--- config.mk ---
export PLATFORM = sky130hd
export DESIGN_NAME = crc16_packet_deframer_top
export DESIGN_NICKNAME = d
export VERILOG_FILES = /design/src/rtl/core/crcdf_pkg.sv /design/src/rtl/core/crcdf_frame_ram.sv /design/src/rtl/core/crcdf_assembler.sv /design/src/rtl/core/crcdf_readout.sv /design/src/rtl/core/crc16_packet_deframer_top.sv
export SDC_FILE = /design/constraint.sdc
export NUM_CORES = 1
export LEC_CHECK = 0
export ABC_AREA = 0
export BUFFER_PORTS_ARGS = -buffer_cell sky130_fd_sc_hd__buf_2
export CAP_MARGIN = 20
export CORE_ASPECT_RATIO = 0.75
export CORE_UTILIZATION = 44
export CTS_BUF_LIST = sky130_fd_sc_hd__clkbuf_8 sky130_fd_sc_hd__clkbuf_16
export DETAILED_ROUTE_END_ITERATION = 16
export REMOVE_ABC_BUFFERS = 1
export SLEW_MARGIN = 15
export SYNTH_ARGS = -nofsm -noshare
export SYNTH_HDL_FRONTEND = slang
export SYNTH_HIERARCHICAL = 1
export SYNTH_SLANG_ARGS = --single-unit
--- constraint.sdc ---
create_clock -name clk -period 5.7 [get_ports clk]
set_clock_uncertainty 0.05 [all_clocks]
set_input_delay 1.71 -clock clk [delete_from_list [all_inputs] [get_ports clk]]
set_output_delay 1.71 -clock clk [all_outputs]
set_load 0.05 [all_outputs]
--- src/rtl/core/crcdf_pkg.sv ---
// crcdf_pkg: shared types, codes and the crc byte step for the packet deframer
// no dependencies; imported by the deframer top, the assembler and the readout
package crcdf_pkg;

	localparam int HEADER_BYTES   = 3;
	localparam int OVERHEAD_BYTES = 5;

	localparam int STATUS_W   = 2;
	localparam int ID_W       = 16;
	localparam int OUT_LEN_W  = 6;
	localparam int OUT_IDX_W  = 5;
	localparam int BYTE_W     = 8;
	localparam int CFG_IDX_W  = 2;
	localparam int CFG_DATA_W = 16;
	localparam int IDLE_W     = 16;

	localparam logic [15:0]       CRC_POLY      = 16'h1021;
	localparam logic [IDLE_W-1:0] TIMEOUT_RESET = 16'd1000;
	localparam logic [IDLE_W-1:0] IDLE_MAX      = 16'hFFFF;

	// input command codes
	localparam logic CMD_BYTE = 1'b0;
	localparam logic CMD_TICK = 1'b1;

	// result status codes
	localparam logic [STATUS_W-1:0] ST_GOOD     = 2'd0;
	localparam logic [STATUS_W-1:0] ST_CRC_ERR  = 2'd1;
	localparam logic [STATUS_W-1:0] ST_TIMEOUT  = 2'd2;

	// configuration register indexes
	localparam logic [CFG_IDX_W-1:0] CFG_ENABLE  = 2'd0;
	localparam logic [CFG_IDX_W-1:0] CFG_TIMEOUT = 2'd1;
	localparam logic [CFG_IDX_W-1:0] CFG_ERR_REP = 2'd2;

	// what an accepted beat asks of the readout side
	typedef struct packed {
		logic                single;
		logic                burst;
		logic [STATUS_W-1:0] status;
	} crcdf_ev_t;

	// ccitt crc, msb first, one byte
	function automatic logic [15:0] crc_byte(input logic [15:0] crc, input logic [7:0] data);
		logic [15:0] c;
		int          k;
		c = crc ^ {data, 8'h00};
		for (k = 0; k < 8; k++) begin
			c = c[15] ? ((c << 1) ^ CRC_POLY) : (c << 1);
		end
		return c;
	endfunction

endpackage

--- src/rtl/core/crcdf_frame_ram.sv ---
// crcdf_frame_ram: byte-wide frame memory, one write port, one registered read port
// depends on nothing but its parameters
module crcdf_frame_ram #(
	parameter int DEPTH  = 37,
	parameter int ADDR_W = 6
) (
	input  logic              clk,
	input  logic              wr_en,
	input  logic [ADDR_W-1:0] wr_addr,
	input  logic [7:0]        wr_data,
	input  logic              rd_en,
	input  logic [ADDR_W-1:0] rd_addr,
	output logic [7:0]        rd_data
);

	logic [7:0] mem [DEPTH];

	always_ff @(posedge clk) begin
		if (wr_en) begin
			mem[wr_addr] <= wr_data;
		end
	end

	always_ff @(posedge clk) begin
		if (rd_en) begin
			rd_data <= mem[rd_addr];
		end
	end

endmodule

--- src/rtl/core/crcdf_assembler.sv ---
// crcdf_assembler: configuration registers, fill/crc/idle tracking and frame decisions
// depends on crcdf_pkg; writes received bytes into crcdf_frame_ram
module crcdf_assembler import crcdf_pkg::*; #(
	parameter int MAX_PAYLOAD  = 32,
	parameter int BUFFER_BYTES = 37,
	parameter int ADDR_W       = $clog2(BUFFER_BYTES),
	parameter int LEN_W        = $clog2(MAX_PAYLOAD + 1)
) (
	input  logic                  clk,
	input  logic                  arst_n,
	input  logic                  cfg_we,
	input  logic [CFG_IDX_W-1:0]  cfg_index,
	input  logic [CFG_DATA_W-1:0] cfg_data,
	input  logic                  accept,
	input  logic                  command,
	input  logic [BYTE_W-1:0]     rx_byte,
	output logic                  wr_en,
	output logic [ADDR_W-1:0]     wr_addr,
	output crcdf_ev_t             ev,
	output logic [ID_W-1:0]       id,
	output logic [LEN_W-1:0]      len
);

	localparam int FILL_W = $clog2(BUFFER_BYTES + 1);
	localparam int CNT_W  = ((FILL_W > LEN_W) ? FILL_W : LEN_W) + 2;

	logic              enable_q;
	logic [IDLE_W-1:0] timeout_q;
	logic              err_rep_q;

	logic [FILL_W-1:0] fill_q, fill_d, fill_n;
	logic [15:0]       crc_q, crc_d;
	logic [IDLE_W-1:0] idle_q, idle_d;
	logic [ID_W-1:0]   id_q;
	logic [LEN_W-1:0]  len_q, len_clamp;
	logic [7:0]        prev_q;

	logic acc_byte, acc_tick, has_room, crc_cond, complete, crc_ok;
	logic [CNT_W-1:0] pos_ext;

	assign acc_byte = accept && enable_q && (command == CMD_BYTE);
	assign acc_tick = accept && enable_q && (command == CMD_TICK);
	assign has_room = fill_q < FILL_W'(BUFFER_BYTES);
	assign fill_n   = fill_q + FILL_W'(has_room);
	assign pos_ext  = CNT_W'(fill_q);
	assign crc_cond = (pos_ext < CNT_W'(HEADER_BYTES)) ||
	                  (pos_ext < CNT_W'(HEADER_BYTES) + CNT_W'(len_q));
	// length is known once the header is in, so it is safe past three bytes
	assign complete = (fill_q >= FILL_W'(HEADER_BYTES)) &&
	                  (CNT_W'(len_q) + CNT_W'(OVERHEAD_BYTES) == CNT_W'(fill_n));
	assign crc_ok   = ({prev_q, rx_byte} == crc_q);
	assign len_clamp = (rx_byte > 8'(MAX_PAYLOAD)) ? LEN_W'(MAX_PAYLOAD) : LEN_W'(rx_byte);

	assign wr_en   = acc_byte && has_room;
	assign wr_addr = fill_q[ADDR_W-1:0];
	assign id      = id_q;
	assign len     = len_q;

	always_comb begin
		fill_d = fill_q;
		crc_d  = crc_q;
		idle_d = idle_q;
		ev     = '0;
		if (acc_byte) begin
			idle_d = '0;
			if (has_room) begin
				fill_d = fill_n;
				if (crc_cond) begin
					crc_d = crc_byte(crc_q, rx_byte);
				end
			end
			if (complete) begin
				fill_d = '0;
				crc_d  = '0;
				if (crc_ok) begin
					ev.status = ST_GOOD;
					if (len_q == '0) begin
						ev.single = 1'b1;
					end else begin
						ev.burst = 1'b1;
					end
				end else if (err_rep_q) begin
					ev.single = 1'b1;
					ev.status = ST_CRC_ERR;
				end
			end
		end
		if (acc_tick && (idle_q != IDLE_MAX)) begin
			idle_d = idle_q + IDLE_W'(1);
		end
		if ((acc_byte || acc_tick) && (idle_d >= timeout_q)) begin
			idle_d = '0;
			if (fill_d != '0) begin
				fill_d = '0;
				crc_d  = '0;
				if (err_rep_q) begin
					ev.single = 1'b1;
					ev.status = ST_TIMEOUT;
				end
			end
		end
	end

	always_ff @(posedge clk or negedge arst_n) begin
		if (!arst_n) begin
			enable_q  <= 1'b1;
			timeout_q <= TIMEOUT_RESET;
			err_rep_q <= 1'b1;
		end else if (cfg_we) begin
			unique case (cfg_index)
				CFG_ENABLE:  enable_q  <= cfg_data[0];
				CFG_TIMEOUT: timeout_q <= cfg_data[IDLE_W-1:0];
				CFG_ERR_REP: err_rep_q <= cfg_data[0];
				default: ;
			endcase
		end
	end

	always_ff @(posedge clk or negedge arst_n) begin
		if (!arst_n) begin
			fill_q <= '0;
			crc_q  <= '0;
			idle_q <= '0;
		end else begin
			fill_q <= fill_d;
			crc_q  <= crc_d;
			idle_q <= idle_d;
		end
	end

	// header bytes and the previous byte kept beside the memory for the result fields and the crc check
	always_ff @(posedge clk) begin
		if (wr_en) begin
			prev_q <= rx_byte;
			if (fill_q == FILL_W'(0)) begin
				id_q[15:8] <= rx_byte;
			end
			if (fill_q == FILL_W'(1)) begin
				id_q[7:0] <= rx_byte;
			end
			if (fill_q == FILL_W'(2)) begin
				len_q <= len_clamp;
			end
		end
	end

`ifndef SYNTHESIS
	a_fill_range: assert property (@(posedge clk) disable iff (!arst_n)
		fill_q <= FILL_W'(BUFFER_BYTES))
		else $error("fill count beyond buffer");
	a_crc_empty: assert property (@(posedge clk) disable iff (!arst_n)
		(fill_q == '0) |-> (crc_q == '0))
		else $error("crc not cleared with empty frame");
	a_ev_excl: assert property (@(posedge clk) disable iff (!arst_n)
		!(ev.single && ev.burst))
		else $error("single result and burst together");
	a_burst_len: assert property (@(posedge clk) disable iff (!arst_n)
		ev.burst |-> (len_q != '0))
		else $error("burst with zero payload length");
`endif

endmodule

--- src/rtl/core/crcdf_readout.sv ---
// crcdf_readout: result sequencer and output register; walks the payload out of the frame memory
// depends on crcdf_pkg; reads crcdf_frame_ram
module crcdf_readout import crcdf_pkg::*; #(
	parameter int MAX_PAYLOAD  = 32,
	parameter int BUFFER_BYTES = 37,
	parameter int ADDR_W       = $clog2(BUFFER_BYTES),
	parameter int LEN_W        = $clog2(MAX_PAYLOAD + 1)
) (
	input  logic                 clk,
	input  logic                 arst_n,
	input  crcdf_ev_t            ev,
	input  logic [ID_W-1:0]      id,
	input  logic [LEN_W-1:0]     len,
	output logic                 rd_en,
	output logic [ADDR_W-1:0]    rd_addr,
	input  logic [7:0]           rd_data,
	output logic                 busy,
	output logic                 out_valid,
	input  logic                 out_stall,
	output logic [STATUS_W-1:0]  status,
	output logic [ID_W-1:0]      frame_id,
	output logic [OUT_LEN_W-1:0] payload_length,
	output logic [OUT_IDX_W-1:0] byte_index,
	output logic [BYTE_W-1:0]    data_byte,
	output logic                 last
);

	localparam int SUM_W = LEN_W + 2;

	localparam logic [1:0] S_IDLE = 2'd0;
	localparam logic [1:0] S_READ = 2'd1;
	localparam logic [1:0] S_LOAD = 2'd2;

	logic [1:0]       state_q, state_d;
	logic [LEN_W-1:0] idx_q, idx_d;
	logic             out_valid_q, valid_d;
	logic             free, is_last, load_single, load_data;

	logic [STATUS_W-1:0]  status_q;
	logic [ID_W-1:0]      frame_id_q;
	logic [OUT_LEN_W-1:0] length_q;
	logic [OUT_IDX_W-1:0] index_q;
	logic [BYTE_W-1:0]    data_q;
	logic                 last_q;

	assign free    = !out_valid_q || !out_stall;
	assign is_last = (idx_q + LEN_W'(1)) == len;
	assign busy    = (state_q != S_IDLE);
	assign rd_addr = ADDR_W'(SUM_W'(HEADER_BYTES) + SUM_W'(idx_q));

	always_comb begin
		state_d     = state_q;
		idx_d       = idx_q;
		valid_d     = out_valid_q && out_stall;
		load_single = 1'b0;
		load_data   = 1'b0;
		rd_en       = 1'b0;
		unique case (state_q)
			S_IDLE: begin
				if (ev.single) begin
					load_single = 1'b1;
					valid_d     = 1'b1;
				end else if (ev.burst) begin
					idx_d   = '0;
					state_d = S_READ;
				end
			end
			S_READ: begin
				rd_en   = 1'b1;
				state_d = S_LOAD;
			end
			S_LOAD: begin
				// read data stays put until the next read, so waiting here is safe
				if (free) begin
					load_data = 1'b1;
					valid_d   = 1'b1;
					if (is_last) begin
						state_d = S_IDLE;
					end else begin
						idx_d   = idx_q + LEN_W'(1);
						state_d = S_READ;
					end
				end
			end
			default: state_d = S_IDLE;
		endcase
	end

	always_ff @(posedge clk or negedge arst_n) begin
		if (!arst_n) begin
			state_q     <= S_IDLE;
			idx_q       <= '0;
			out_valid_q <= 1'b0;
		end else begin
			state_q     <= state_d;
			idx_q       <= idx_d;
			out_valid_q <= valid_d;
		end
	end

	always_ff @(posedge clk) begin
		if (load_single) begin
			status_q   <= ev.status;
			frame_id_q <= (ev.status == ST_GOOD) ? id : '0;
			length_q   <= '0;
			index_q    <= '0;
			data_q     <= '0;
			last_q     <= 1'b1;
		end else if (load_data) begin
			status_q   <= ST_GOOD;
			frame_id_q <= id;
			length_q   <= OUT_LEN_W'(len);
			index_q    <= OUT_IDX_W'(idx_q);
			data_q     <= rd_data;
			last_q     <= is_last;
		end
	end

	assign out_valid      = out_valid_q;
	assign status         = status_q;
	assign frame_id       = frame_id_q;
	assign payload_length = length_q;
	assign byte_index     = index_q;
	assign data_byte      = data_q;
	assign last           = last_q;

`ifndef SYNTHESIS
	a_busy_quiet: assert property (@(posedge clk) disable iff (!arst_n)
		(state_q != S_IDLE) |-> !(ev.single || ev.burst))
		else $error("new frame event during payload readout");
	a_read_load: assert property (@(posedge clk) disable iff (!arst_n)
		(state_q == S_READ) |=> (state_q == S_LOAD))
		else $error("read not followed by load");
	a_idx_range: assert property (@(posedge clk) disable iff (!arst_n)
		(state_q != S_IDLE) |-> (idx_q < len))
		else $error("readout index past payload length");
	a_single_free: assert property (@(posedge clk) disable iff (!arst_n)
		ev.single |-> (!out_valid_q || !out_stall))
		else $error("single result with output register occupied");
`endif

endmodule

--- src/rtl/core/crc16_packet_deframer_top.sv ---
// Packet deframer for frames of 16-bit id, length byte, payload and ccitt crc16
// (poly 0x1021, initial zero, msb first) over id, length and payload. A received byte
// or a timer tick is taken as one input beat. When a frame with a good crc completes, its
// payload bytes are read back from the frame memory, each through a registered read
// and then a load of the output register, so the input is stalled during the readout
// and during any output stall; zero-length frames and error results go out
// without a readout. There is no clearing pass after reset: frame memory entries are
// only read once written for the current frame.
// depends on crcdf_pkg, crcdf_frame_ram, crcdf_assembler and crcdf_readout
module crc16_packet_deframer_top import crcdf_pkg::*; #(
	parameter int MAX_PAYLOAD  = 32,
	parameter int BUFFER_BYTES = 37
) (
	input  logic                  clk,
	input  logic                  arst_n,
	input  logic                  cfg_valid,
	output logic                  cfg_ready,
	input  logic [CFG_IDX_W-1:0]  cfg_index,
	input  logic [CFG_DATA_W-1:0] cfg_data,
	input  logic                  in_valid,
	output logic                  in_stall,
	input  logic                  command,
	input  logic [BYTE_W-1:0]     rx_byte,
	output logic                  out_valid,
	input  logic                  out_stall,
	output logic [STATUS_W-1:0]   status,
	output logic [ID_W-1:0]       frame_id,
	output logic [OUT_LEN_W-1:0]  payload_length,
	output logic [OUT_IDX_W-1:0]  byte_index,
	output logic [BYTE_W-1:0]     data_byte,
	output logic                  last
);

	localparam int ADDR_W = $clog2(BUFFER_BYTES);
	localparam int LEN_W  = $clog2(MAX_PAYLOAD + 1);

	logic              busy, accept;
	logic              wr_en, rd_en;
	logic [ADDR_W-1:0] wr_addr, rd_addr;
	logic [7:0]        rd_data;
	crcdf_ev_t         ev;
	logic [ID_W-1:0]   id;
	logic [LEN_W-1:0]  len;

	assign cfg_ready = 1'b1;
	// an input beat may produce a result, so it waits for a free output register and an idle readout
	assign in_stall  = busy || (out_valid && out_stall);
	assign accept    = in_valid && !in_stall;

	crcdf_frame_ram #(
		.DEPTH  (BUFFER_BYTES),
		.ADDR_W (ADDR_W)
	) u_ram (
		.clk     (clk),
		.wr_en   (wr_en),
		.wr_addr (wr_addr),
		.wr_data (rx_byte),
		.rd_en   (rd_en),
		.rd_addr (rd_addr),
		.rd_data (rd_data)
	);

	crcdf_assembler #(
		.MAX_PAYLOAD  (MAX_PAYLOAD),
		.BUFFER_BYTES (BUFFER_BYTES),
		.ADDR_W       (ADDR_W),
		.LEN_W        (LEN_W)
	) u_asm (
		.clk       (clk),
		.arst_n    (arst_n),
		.cfg_we    (cfg_valid && cfg_ready),
		.cfg_index (cfg_index),
		.cfg_data  (cfg_data),
		.accept    (accept),
		.command   (command),
		.rx_byte   (rx_byte),
		.wr_en     (wr_en),
		.wr_addr   (wr_addr),
		.ev        (ev),
		.id        (id),
		.len       (len)
	);

	crcdf_readout #(
		.MAX_PAYLOAD  (MAX_PAYLOAD),
		.BUFFER_BYTES (BUFFER_BYTES),
		.ADDR_W       (ADDR_W),
		.LEN_W        (LEN_W)
	) u_rdo (
		.clk            (clk),
		.arst_n         (arst_n),
		.ev             (ev),
		.id             (id),
		.len            (len),
		.rd_en          (rd_en),
		.rd_addr        (rd_addr),
		.rd_data        (rd_data),
		.busy           (busy),
		.out_valid      (out_valid),
		.out_stall      (out_stall),
		.status         (status),
		.frame_id       (frame_id),
		.payload_length (payload_length),
		.byte_index     (byte_index),
		.data_byte      (data_byte),
		.last           (last)
	);

endmodule
==> metrics, run 1 <==
outcome complete, no violations; clk slew on worst S/H paths 60 ps; total track usage 19.8%; CP max-delay cell or3_1; Post-CTS Setup Bufs 0; max cap viols 0; DR vias 11500; Post-Place Cells 1986; CTS tree yes; Critical Path End Type flip-flop; largest net degree at the start of global routing 55; Tcrit/Tclk final 95.1%; Num CTS Buffers 44; Clock Latency Late Sink 550 ps; leading area contributor after synthesis edfxtp_1; Warnings, synthesis 6; Placer Congestion 0.821; Synth Area in Compound Gates 8.47%; CP Launch Type primary input; CTS Sinks 437; ys async rst share 14.9%; Post-Syn Area 19400 um2; CP bufs+invs 2; H-Tree Depth 2; Die Y 184 um; Seq cells post-synth 437; Starting Density 44.7%; IO buf count 71; Area Overhead vs Synth 12.2%; Post-CTS Resized 0; Die Width 245 um; share of cells above drive strength 1 19.0%; flop2flop setup slack 660 ps; CP max stage delay 410 ps; measured slew at the worst slew-check pin 999 ps; mux share of post-synthesis cell area 9.62%; Synth area leaders edfxtp_1, dfrtp_1, mux2i_1; top-area cell type share of the netlist area 54.4%; crit path DAT 5850 ps; # setup viols final 0; initial antenna violation count 2; FILL cells 3703; Final #Nets 1514; Vias/cell 5.55; Max Root-Sink Buffers 3; Ant. Diodes 0; worst IR drop on VDD 0.197 mV; critical path, cell by cell buf_2 > a21o_1 > nor2_2 > nand2_1 > or3_1 > a21o_1 > nor2_1 > mux2_2 > inv_1 > ha_1 > a211oi_1 > o22ai_1 > nor2_1 > a21oi_2 > and2_1 > a311o_1 > nor2_1 > nand2_1 > a21o_1 > a2111oi_2 > a311o_1; Fmax achieved 185 MHz; final slew viol count 0; fin util 50.2%; routed length per placed instance 21.5 um; Final min period 5420 ps; vias in the first global route 10900; P_leak 0.00757 uW; num ports 73; Root Driver clkbuf_16; first-pass GRT wire length 67000 um; DIE AREA 45000 um2; RSZ-0062 raised after global routing false; Synth Area per Inst 14.3 um2; Syn Inst Count 1359; Pwr Total 7320 uW; GRT overflow 0; crit path kind primary input to flip-flop; slew margin rel. 33.1%; Post-synth top flop edfxtp_1; Core Footprint 43400 um2; Routed Antenna Nets 0; Simple-Gate Fraction of Synth Area 8.56%; drt first-iter violations 938; Post-Layout Cell Count 2064; DRC 0; Synth Area in XOR/XNOR 3.41%; area of the multi-input gates 6210 um2; Yosys cell types 85; top cell family by delay on the critical path compound AO/OA/AOI/OAI gates; register area share after synthesis 64.9%; worst min path class flip-flop to flip-flop; post-DP HPWL 29000 um; # hold bufs at CTS 0; final wirelength 44400 um; Post-Synth Adder-Cell Area 1.80%; Critical Path RT 6130 ps; Post-synth EDFFs 352; Power Density 336 nW/um2; Seq. cell area 12600 um2; # rows 66; largest family of logic cells by synthesized area multiplexers; CP max FO 4; DRT Pass-1 Iters 7; final hold violations 0
cell families after synthesis:
kind of cell	count (synthesis)
XOR/XNOR	70
buffers and inverters	111
multiplexers	172
other	1
AND/OR/NAND/NOR	324
flip-flops	437
adder cells (fa/ha/maj)	28
AO/OA/AOI/OAI	216
state kept, by name (all words and copies together) (netlist names), 8 cells and up:
signal           cells
u_rdo/data_byte      8
u_asm/crc_q         16
u_asm/prev_q         8
u_ram/rd_data        8
u_asm/idle_q        16
u_asm/id            16
u_asm/timeout_q     16
u_ram/mem          296
u_rdo/frame_id      16
where the power goes:
| part | internal (uW) | leakage [uW] | switching, uW |
|---|---|---|---|
| Clock | 1560 | 0.000707 | 1180 |
| Combinational | 362 | 0.00275 | 482 |
| Sequential | 3580 | 0.00411 | 155 |
| Total | 5500 | 0.00757 | 1820 |
worst paths after layout:
check / start / to / cells past startpoint
worst max-delay path: out_stall / u_rdo/idx_q[3] / 21
worst min-delay path: u_rdo/byte_index[1] / u_rdo/byte_index[1] / 2
worst max register to register: u_rdo/state_q[1] / u_rdo/idx_q[3] / 21
worst min register to register: u_rdo/byte_index[1] / u_rdo/byte_index[1] / 2
max in group asynchronous: arst_n / u_asm/timeout_q[5] / 2
min in group asynchronous: arst_n / u_rdo/out_valid / 1
layer usage:
layer,up-vias,GRT usage [%],part of all wire (%)
met3,54,4.29,6.7
met4,2,3.88,1.3
met5,-,0,0.034
met2,287,27.2,41
met1,5796,31.8,51
li1,5318,-,-
synth_stat cells, types with 9 or more instances:
library cell / instances
a21o_1: 10
a21oi_1: 54
a221oi_1: 9
a22o_1: 17
a22oi_1: 33
and2_1: 12
buf_2: 13
buf_4: 12
buf_6: 11
clkbuf_1: 22
dfrtp_1: 57
dfxtp_1: 20
edfxtp_1: 352
ha_1: 28
inv_1: 43
mux2_2: 33
mux2i_1: 130
nand2_1: 91
nand2b_1: 9
nand3_1: 16
nand4_1: 12
nor2_1: 81
nor2b_1: 25
nor3_1: 14
nor3b_1: 10
o21a_1: 9
o21ai_0: 20
o22ai_1: 12
xnor2_1: 34
xor2_1: 32
cell type report:
| class | count | area share [%] |
|---|---|---|
| repair buffers | 117 | 3.33 |
| clock inverters | 33 | 1.06 |
| flip-flops and latches | 437 | 57.9 |
| inverters | 43 | 0.764 |
| clock buffers | 45 | 5.17 |
| well taps | 578 | 3.32 |
| multi-input cells | 811 | 28.5 |
cell usage in the layout, fill, tap and decap left out, drive strengths merged, types with 35 or more instances in the layout:
cell	n
edfxtp	352
mux2i	130
buf	117
nand2	91
nor2	84
dfrtp	57
inv	56
a21oi	55
clkbuf	45
xnor2	35
per-stage QoR:
step | area (um2) | setup slack [ps] | hold WS (ps) | setup TNS (ps)
after floorplan | 19000 | -1670 | 421 | -86990
after global placement | 20400 | -188 | 394 | -691
after detailed placement | 20400 | -313 | 394 | -947
after CTS | 21800 | 233 | 403 | 0
after global routing | 21800 | 93.2 | 417 | 0
final | 21800 | 282 | 403 | 0
worst reg2reg max path, stage by stage, from the launching register on:
cell,delay [ps]
dfrtp_1,490
or2_2,390
a21o_1,190
nor2_2,160
nand2_1,100
or3_1,410
a21o_1,230
nor2_1,110
mux2_2,350
inv_1,60
ha_1,230
a211oi_1,300
o22ai_1,140
nor2_1,130
a21oi_2,100
and2_1,160
a311o_1,390
nor2_1,140
nand2_1,70
a21o_1,250
a2111oi_2,380
a311o_1,170
Note: power is estimated with default switching activity, not from simulation.
==> run 2: changes to the inputs <==
- SETUP_SLACK_MARGIN: unset -> 0.4
- SLEW_MARGIN: 15 -> 20
==> run 2 against run 1 <==
- fmax is 3.5% higher
- worst setup slack better by 190 ps
- critical endpoint unchanged
- clock-buffer cell count stayed put
- clock power hardly changed
- highest routed layer unchanged
- utilization is 0.23 points higher
- flip-flop and latch count stayed put
- combinational power hardly changed
- sequential power hardly changed
==> metrics, run 2 (synthesis gave the netlist of run 1 again) <==
top cell family by delay on the critical path compound AO/OA/AOI/OAI gates; final hold violations 0; Placer Congestion 0.821; clock power share 37.5%; DIE AREA 45000 um2; Post-Layout Cell Count 2064; measured slew at the worst slew-check pin 986 ps; H-Tree Depth 2; Post-Place Cells 1986; worst flop-to-flop path startpoint u_rdo/state_q[1]; Power Density 334 nW/um2; Core Footprint 43400 um2; worst IR drop on VDD 0.197 mV; DRT Pass-1 Iters 5; clk slew on worst S/H paths 60 ps; path depth of the worst reg2reg path 21; Num CTS Buffers 44; Root Driver clkbuf_16; Clock Latency Late Sink 550 ps; Routed Antenna Nets 0; Starting Density 44.7%; pre-CTS setup slack -313 ps; DR vias 11500; Max Root-Sink Buffers 3; GRT overflow 0; critical path, cell by cell buf_2 > a21o_1 > nor2_4 > nand2_2 > or3_4 > a21o_4 > nor2_4 > mux2_4 > inv_1 > ha_4 > a211oi_2 > o22ai_1 > nor2_1 > a21oi_2 > and2_1 > a311o_1 > nor2_1 > nand2_1 > a21o_4 > and2_1 > a311o_1; initial antenna violation count 2; Final #Nets 1514; P_sw 1820 uW; drt first-iter violations 942; post-placement cell area 20400 um2; RSZ-0062 raised after global routing false; final wirelength 44500 um; CTS Sinks 437; worst reg2reg endpoint u_rdo/idx_q[3]; DR top layer met5; vias in the first global route 10900; Switching Fraction 24.8%; CP max FO 4; Fmax achieved 191 MHz; crit path DAT 5610 ps; flop2flop setup slack 820 ps; WHS Endpoint u_rdo/byte_index[1]; Die Width 245 um; DRC 0; P_leak 0.00758 uW; design area 21900 um2; Most flops, register u_ram/mem; post-DP HPWL 29000 um; total track usage 19.8%; CP max-delay cell or3_4; max cap viols 0; Final min period 5230 ps; IO buf count 71; share of cells above drive strength 1 19.9%; Tcrit/Tclk final 91.8%; # setup viols final 0; worst min path class flip-flop to flip-flop; crit path kind primary input to flip-flop; most common cell after layout, fill and taps aside edfxtp_1; DR WL met3 3140 um; # rows 66; CTS tree yes; Logic pwr share 11.6%; CP max stage delay 420 ps; slew margin rel. 33.9%; M1 WL 22400 um; CP bufs+invs 2; final slew viol count 0; Post-CTS Setup Bufs 0; Die Y 184 um; Area Overhead vs Synth 12.7%; first-pass GRT wire length 67000 um; Ant. Diodes 0; outcome complete, no violations; hold path depth 2; num ports 73; final worst setup slack 468 ps; largest net degree at the start of global routing 55; Largest register FFs 296; Seq pwr share 51.0%; Pint 5500 uW; Vias/cell 5.55; most frequent cells in the layout edfxtp_1, mux2i_1, nand2_1; Critical Path End Type flip-flop; Critical Path RT 6080 ps; CP Launch Type primary input; HP Start u_rdo/byte_index[1]; routed length per placed instance 21.6 um; WL met2 18300 um
run 2: cell counts in the layout (fill, tap and decap cells not counted):
No cell type changed its count.
run 2: area by class of cell:
class | count | area [um2]
fill | 3700 | 21500
sequential | 437 | 12600
multi-input combinational | 811 | 6310
clock buffer | 45 | 1130
timing repair buffer | 117 | 726
tap | 578 | 723
clock inverter | 33 | 230
inverter | 43 | 166
run 2: layer usage:
layer	up-vias	track usage, %
met4	2	3.88
met5	-	0
met3	60	4.29
met2	329	27.2
met1	5752	31.8
li1	5318	-
run 2: metrics by stage:
| stage | util (%) | TNS, ps | hold slack [ps] | total power, uW |
|---|---|---|---|---|
| after detailed placement | 47.0 | -947 | 394 | 4630 |
| after global routing | 50.4 | 0 | 417 | 7620 |
| final | 50.4 | 0 | 403 | 7320 |
| after floorplan | - | -86990 | 421 | 4350 |
| after CTS | 50.2 | 0 | 403 | 7380 |
| after global placement | 47.0 | -691 | 394 | 4610 |
run 2: repair_timing:
item	CTS	global route
hold buffers	0	0
endpoints found under the setup margin	3	23
pin swaps	0	13
gates resized for setup	4	19
run 2: how the worst max path moves through the flow:
| stage | start | end | slack [ps] | depth (start not counted) |
|---|---|---|---|---|
| floorplan | u_rdo/idx_q[0] | u_ram/rd_data[0] | -1670 | 8 |
| global placement | out_stall | u_rdo/idx_q[3] | -190 | 21 |
| detailed placement | out_stall | u_rdo/idx_q[3] | -310 | 21 |
| CTS | out_stall | u_rdo/idx_q[3] | 400 | 21 |
| global route | out_stall | u_rdo/idx_q[3] | 380 | 21 |
| finish | out_stall | u_rdo/idx_q[3] | 470 | 21 |
run 2: tightest hold or removal path, cell delays in order, from the launching register on:
cell,delay (ps)
dfxtp_1,300
nand2_1,50
a21oi_1,50
run 2: power by group through the flow:
stage / clock, uW / sequential (uW) / combinational [uW]
finish: 2750 / 3730 / 846
global route: 2940 / 3750 / 935
CTS: 2810 / 3730 / 841
detailed placement: 0 / 3800 / 832
global placement: 0 / 3790 / 822
floorplan: 0 / 3770 / 586
